===== src/hdl/ppa_pkg.sv =====
package ppa_pkg;

   localparam int CORDIC_STEPS = 16;
   localparam int PRE_SHIFT    = 12;
   localparam int COORD_W      = 16;
   localparam int DIFF_W       = COORD_W + 1;
   localparam int XY_W         = 32;
   localparam int Z_W          = 19;
   localparam int ANGLE_W      = 16;
   localparam int TRIM_W       = 14;

   localparam logic [ANGLE_W-1:0] ANG_ZERO          = 16'd0;
   localparam logic [ANGLE_W-1:0] ANG_PI            = 16'd25736;
   localparam logic [ANGLE_W-1:0] ANG_HALF_PI       = 16'd12868;
   localparam logic [ANGLE_W-1:0] ANG_THREE_HALF_PI = 16'd38604;
   localparam logic [ANGLE_W-1:0] ANG_MAX           = 16'd51471;
   localparam logic [ANGLE_W:0]   ANG_TWO_PI        = 17'd51472;

   // atan(2^-i) in units of 2^-16 rad
   localparam logic [16:0] ATAN_TABLE [CORDIC_STEPS] = '{
      17'd51472, 17'd30385, 17'd16055, 17'd8150, 17'd4091, 17'd2047, 17'd1024, 17'd512,
      17'd256,   17'd128,   17'd64,    17'd32,   17'd16,   17'd8,    17'd4,    17'd2
   };

   typedef struct packed {
      logic               axis;
      logic [ANGLE_W-1:0] axis_angle;
      logic               dx_neg;
      logic               dy_neg;
   } ppa_side_type;

   typedef struct packed {
      logic signed [XY_W-1:0] x;
      logic signed [XY_W-1:0] y;
      logic signed [Z_W-1:0]  z;
      ppa_side_type           side;
   } ppa_stage_type;

endpackage


===== src/hdl/ppa_cordic_stage.sv =====
module ppa_cordic_stage
   import ppa_pkg::*;
#(
   parameter int STEP = 0
) (
   input  logic          clock,
   input  logic          reset,
   input  logic          advance,
   input  logic          in_valid,
   input  ppa_stage_type in_data,
   output logic          out_valid,
   output ppa_stage_type out_data
);

   localparam logic signed [Z_W-1:0] ANGLE_STEP =
      signed'({{(Z_W-17){1'b0}}, ATAN_TABLE[STEP]});

   logic          valid_ff;
   ppa_stage_type data_ff;
   ppa_stage_type data_in;
   logic signed [XY_W-1:0] x_shift;
   logic signed [XY_W-1:0] y_shift;

   always_comb begin
      x_shift = in_data.x >>> STEP;
      y_shift = in_data.y >>> STEP;
      data_in = in_data;
      // rotate toward the x axis
      if (!in_data.y[XY_W-1]) begin
         data_in.x = in_data.x + y_shift;
         data_in.y = in_data.y - x_shift;
         data_in.z = in_data.z + ANGLE_STEP;
      end else begin
         data_in.x = in_data.x - y_shift;
         data_in.y = in_data.y + x_shift;
         data_in.z = in_data.z - ANGLE_STEP;
      end
   end

   always_ff @(posedge clock) begin
      if (reset) begin
         valid_ff <= 1'b0;
      end else if (advance) begin
         valid_ff <= in_valid;
      end
   end

   always_ff @(posedge clock) begin
      if (advance) begin
         data_ff <= data_in;
      end
   end

   assign out_valid = valid_ff;
   assign out_data  = data_ff;

endmodule


===== src/hdl/point_polar_angle.sv =====
// point_polar_angle
// Returns the angle of a point around a center, counter-clockwise from the
// positive x axis, as unsigned Q3.13 radians in [0, 2*pi).
// Input channel req_*: point and center coordinates, signed Q12.4. A
// transaction is taken on a rising edge with req_valid high and req_stall low.
// Result channel rsp_*: one angle per input transaction, in input order.
// From input transaction to rsp_valid: one stage forms the offsets and their
// magnitudes, sixteen stages run one CORDIC vectoring step each, one stage
// rounds and clamps the first-quadrant angle, and one stage maps it to its
// quadrant into the output register.
// Throughput: one transaction per cycle while the receiver does not stall.
// Points on an axis or at the center bypass the CORDIC result with fixed angles.
// When the receiver stalls a valid result, the whole pipeline holds and
// req_stall is raised in the same cycle; nothing is dropped or repeated.
// Synchronous reset empties the pipeline; there is no other state.
module point_polar_angle
   import ppa_pkg::*;
(
   input  logic                      clock,
   input  logic                      reset,
   input  logic                      req_valid,
   output logic                      req_stall,
   input  logic signed [COORD_W-1:0] req_point_x,
   input  logic signed [COORD_W-1:0] req_point_y,
   input  logic signed [COORD_W-1:0] req_center_x,
   input  logic signed [COORD_W-1:0] req_center_y,
   output logic                      rsp_valid,
   input  logic                      rsp_stall,
   output logic [ANGLE_W-1:0]        rsp_angle
);

   logic advance;

   logic          stage_valid [CORDIC_STEPS+1];
   ppa_stage_type stage_data  [CORDIC_STEPS+1];

   logic          entry_valid_ff;
   ppa_stage_type entry_ff;
   ppa_stage_type entry_in;

   logic signed [DIFF_W-1:0] dx;
   logic signed [DIFF_W-1:0] dy;
   logic [DIFF_W-1:0]        dx_mag;
   logic [DIFF_W-1:0]        dy_mag;

   logic                      trim_valid_ff;
   logic [TRIM_W-1:0]         trim_ff;
   logic [TRIM_W-1:0]         trim_in;
   ppa_side_type              trim_side_ff;
   logic signed [Z_W-1:0]     z_round;
   logic signed [Z_W-4:0]     z_scaled;

   logic               out_valid_ff;
   logic [ANGLE_W-1:0] angle_ff;
   logic [ANGLE_W-1:0] angle_in;
   logic [ANGLE_W:0]   wrap_sum;

   assign advance   = !(out_valid_ff && rsp_stall);
   assign req_stall = out_valid_ff && rsp_stall;

   // offsets, magnitudes and axis cases
   always_comb begin
      dx = DIFF_W'(req_point_x) - DIFF_W'(req_center_x);
      dy = DIFF_W'(req_point_y) - DIFF_W'(req_center_y);
      dx_mag = dx[DIFF_W-1] ? DIFF_W'(-dx) : DIFF_W'(dx);
      dy_mag = dy[DIFF_W-1] ? DIFF_W'(-dy) : DIFF_W'(dy);

      entry_in.x = signed'({{(XY_W-DIFF_W-PRE_SHIFT){1'b0}}, dx_mag, {PRE_SHIFT{1'b0}}});
      entry_in.y = signed'({{(XY_W-DIFF_W-PRE_SHIFT){1'b0}}, dy_mag, {PRE_SHIFT{1'b0}}});
      entry_in.z = '0;
      entry_in.side.dx_neg = dx[DIFF_W-1];
      entry_in.side.dy_neg = dy[DIFF_W-1];
      entry_in.side.axis   = (dx == '0) || (dy == '0);
      if (dx == '0) begin
         if (dy == '0) begin
            entry_in.side.axis_angle = ANG_ZERO;
         end else if (dy[DIFF_W-1]) begin
            entry_in.side.axis_angle = ANG_THREE_HALF_PI;
         end else begin
            entry_in.side.axis_angle = ANG_HALF_PI;
         end
      end else if (dx[DIFF_W-1]) begin
         entry_in.side.axis_angle = ANG_PI;
      end else begin
         entry_in.side.axis_angle = ANG_ZERO;
      end
   end

   always_ff @(posedge clock) begin
      if (reset) begin
         entry_valid_ff <= 1'b0;
      end else if (advance) begin
         entry_valid_ff <= req_valid;
      end
   end

   always_ff @(posedge clock) begin
      if (advance) begin
         entry_ff <= entry_in;
      end
   end

   assign stage_valid[0] = entry_valid_ff;
   assign stage_data[0]  = entry_ff;

   for (genvar i = 0; i < CORDIC_STEPS; i++) begin : g_cordic
      ppa_cordic_stage #(
         .STEP (i)
      ) u_stage (
         .clock     (clock),
         .reset     (reset),
         .advance   (advance),
         .in_valid  (stage_valid[i]),
         .in_data   (stage_data[i]),
         .out_valid (stage_valid[i+1]),
         .out_data  (stage_data[i+1])
      );
   end

   // round to q3.13 and clamp to the first quadrant
   always_comb begin
      z_round  = stage_data[CORDIC_STEPS].z + Z_W'(4);
      z_scaled = z_round[Z_W-1:3];
      if (z_scaled[Z_W-4]) begin
         trim_in = '0;
      end else if (z_scaled > signed'(ANG_HALF_PI)) begin
         trim_in = ANG_HALF_PI[TRIM_W-1:0];
      end else begin
         trim_in = z_scaled[TRIM_W-1:0];
      end
   end

   always_ff @(posedge clock) begin
      if (reset) begin
         trim_valid_ff <= 1'b0;
      end else if (advance) begin
         trim_valid_ff <= stage_valid[CORDIC_STEPS];
      end
   end

   always_ff @(posedge clock) begin
      if (advance) begin
         trim_ff      <= trim_in;
         trim_side_ff <= stage_data[CORDIC_STEPS].side;
      end
   end

   // quadrant mapping
   always_comb begin
      wrap_sum = ANG_TWO_PI - {{(ANGLE_W+1-TRIM_W){1'b0}}, trim_ff};
      if (trim_side_ff.axis) begin
         angle_in = trim_side_ff.axis_angle;
      end else if (!trim_side_ff.dx_neg && !trim_side_ff.dy_neg) begin
         angle_in = {{(ANGLE_W-TRIM_W){1'b0}}, trim_ff};
      end else if (trim_side_ff.dx_neg && !trim_side_ff.dy_neg) begin
         angle_in = ANG_PI - {{(ANGLE_W-TRIM_W){1'b0}}, trim_ff};
      end else if (trim_side_ff.dx_neg) begin
         angle_in = ANG_PI + {{(ANGLE_W-TRIM_W){1'b0}}, trim_ff};
      end else if (wrap_sum > {1'b0, ANG_MAX}) begin
         angle_in = ANG_MAX;
      end else begin
         angle_in = wrap_sum[ANGLE_W-1:0];
      end
   end

   always_ff @(posedge clock) begin
      if (reset) begin
         out_valid_ff <= 1'b0;
      end else if (advance) begin
         out_valid_ff <= trim_valid_ff;
      end
   end

   always_ff @(posedge clock) begin
      if (advance) begin
         angle_ff <= angle_in;
      end
   end

   assign rsp_valid = out_valid_ff;
   assign rsp_angle = angle_ff;

endmodule

===== config.mk =====
export PLATFORM = sky130hd
export DESIGN_NAME = point_polar_angle
export DESIGN_NICKNAME = d
export VERILOG_FILES = /design/src/hdl/ppa_pkg.sv /design/src/hdl/ppa_cordic_stage.sv /design/src/hdl/point_polar_angle.sv
export SDC_FILE = /design/constraint.sdc
export NUM_CORES = 2
export LEC_CHECK = 0
export BUFFER_PORTS_ARGS = -buffer_cell sky130_fd_sc_hd__buf_2
export CAP_MARGIN = 15
export CORE_MARGIN = 2
export CORE_UTILIZATION = 40
export CTS_BUF_LIST = sky130_fd_sc_hd__clkbuf_4
export CTS_CLUSTER_DIAMETER = 100
export DETAILED_ROUTE_END_ITERATION = 7
export SETUP_SLACK_MARGIN = 0.5
export SLEW_MARGIN = 20
export SYNTH_ARGS = -nofsm -noshare
export SYNTH_HDL_FRONTEND = slang
export SYNTH_HIERARCHICAL = 1
export SYNTH_SLANG_ARGS = --single-unit

===== constraint.sdc =====
create_clock -name clock -period 133.1 [get_ports clock]
set_clock_uncertainty 0.15 [all_clocks]
set_input_delay 6.655 -clock clock [delete_from_list [all_inputs] [get_ports clock]]
set_output_delay 6.655 -clock clock [all_outputs]
set_load 0.05 [all_outputs]

==> results.ini <==
[outcome]
run_status = complete, no violations

[layout]
nFillCells = 31000
final_nets = 15000
mostFrequentLayoutCells = edfxtp_1, a21oi_1, ha_1
syn2layout_area_growth_pct = 8.26
drive_above_1_share_pct = 8.29
design_area_sq_um = 138000
layout_commonest_cell = edfxtp_1
multiInputGateArea_sq_um = 76800
seqCellArea_sq_um = 47500

[setup_path]
critPathMaxStageDelay_ps = 530
cp_top_family = buffers and inverters
crit_top_cell = buf_2
critical_path_buf_inv_count = 3
cp_slowest_cell = nand2_4
cp-end-kind = output pin
cp_max_fo = 56
start_kind = input port
arrival_ps = 7750
crit_required_ps = 126300
crit_type = in -> out
path_cells = buf_2 > nand2_4 > inv_1 > buf_2

[cts]
numClockSinks = 1588
cts_max_path_buffers = 4
postCtsResizedCells = 0
path_clk_slew_ps = 60
clk_latency_ps = 1430
root_buffer = clkbuf_4
tritoncts = yes
cts_hold_buffers = 0
cts_buffers = 425
htreeDepth = 5
post_cts_buffers = 0

[drt]
routed_via_density = 5.54
num_vias = 99900
wire_per_inst_microns = 18.8
drt_iter0_drc = 7777
postRouteAntennaNets = 0
firstDrtPassIters = 5
wirelength_microns = 339000
drc_errors = 0

[sta]
hold_violations = 0
worstMarginPinSlew_ps = 1130
slew_headroom_pct = 23.7
setup_violations = 0
drv_slew = 0
fin_tns_setup_ps = 0
period_share_pct = 10.9
rsz0062_at_grt = no
fmax_mhz = 68.7
hold_slack_ps = 116
period_minus_slack_ps = 14550

[global_routing]
overflow = 0
grt_max_degree = 149
antenna_found_initial = 8
grt_usage_pct = 20.3
grt_pass1_wl_microns = 530000
grt_pass1_vias = 94600

[place]
place_congestion = 0.920
dpl-instance-area_sq_um = 133000
port_buffers = 85
dpl.hpwl_microns = 266000

[synthesis]
synthCells = 13200
post_synth.cell_area_avg_sq_um = 9.67
synth_area_sq_um = 128000
ys_warn_count = 6

[floorplan]
ios = 86
rows = 207
die-area_sq_um = 324000
core-area_sq_um = 318000
die_h_microns = 569
initial_utilization_pct = 40.1
die_w_microns = 569

[run]
drv_cap = 0

[min_path]
hold_class = reg -> reg

-- path summary, 6_finish.rpt --
check,from,end,slack (ps),cells after the start
max,rsp_stall,req_stall,118550,4
min,g_cordic[9].u_stage/out_data[12],g_cordic[10].u_stage/out_data[12],120,0
max reg2reg,rsp_valid,g_cordic[4].u_stage/out_data[42],127380,6
min reg2reg,g_cordic[9].u_stage/out_data[12],g_cordic[10].u_stage/out_data[12],120,0
-- metrics by stage --
step	util [%]	cells	setup WS [ps]
after detailed placement	41.8	17300	118520
final	43.5	18000	118550
after global routing	43.5	18000	118410
after CTS	43.5	18000	118520
after global placement	41.8	17300	118520
after floorplan	-	13300	74760
-- final cells by class --
cell class / instances / area share [%]
multi-input cells: 10800 / 55.6
flip-flops and latches: 1588 / 34.4
well taps: 4180 / 3.79
clock buffers: 597 / 3.24
inverters: 618 / 1.68
clock inverters: 142 / 0.658
repair buffers: 140 / 0.616
diodes: 7 / 0.0127
-- sequential cells by signal (all words and copies together) (netlist names) --
signal,cells
g_cordic.u_stage/out_valid,16
trim_ff,14
trim_valid_ff,1
entry_ff,42
g_cordic.u_stage/out_data,1478
rsp_angle,16
rsp_valid,1
entry_valid_ff,1
trim_side_ff,19
-- worst register-to-register path, delay by kind of cell, from the launching register on --
family | cells | cell delay [ps]
buffers and inverters | 5 | 4210
AND/OR/NAND/NOR | 1 | 540
flip-flops | 1 | 330
-- per-layer routing --
layer  wire (microns)  global-route usage [%]  up-vias
li1                 -                       -    49700
met3            16000                    2.59      486
met4            11000                    7.00       12
met1           151000                    26.6    47300
met2           161000                    34.2     2404
met5               80                       0        -
Power is not shown: default switching activity piles up to over one toggle a cycle in this logic, so the estimate is an artifact.
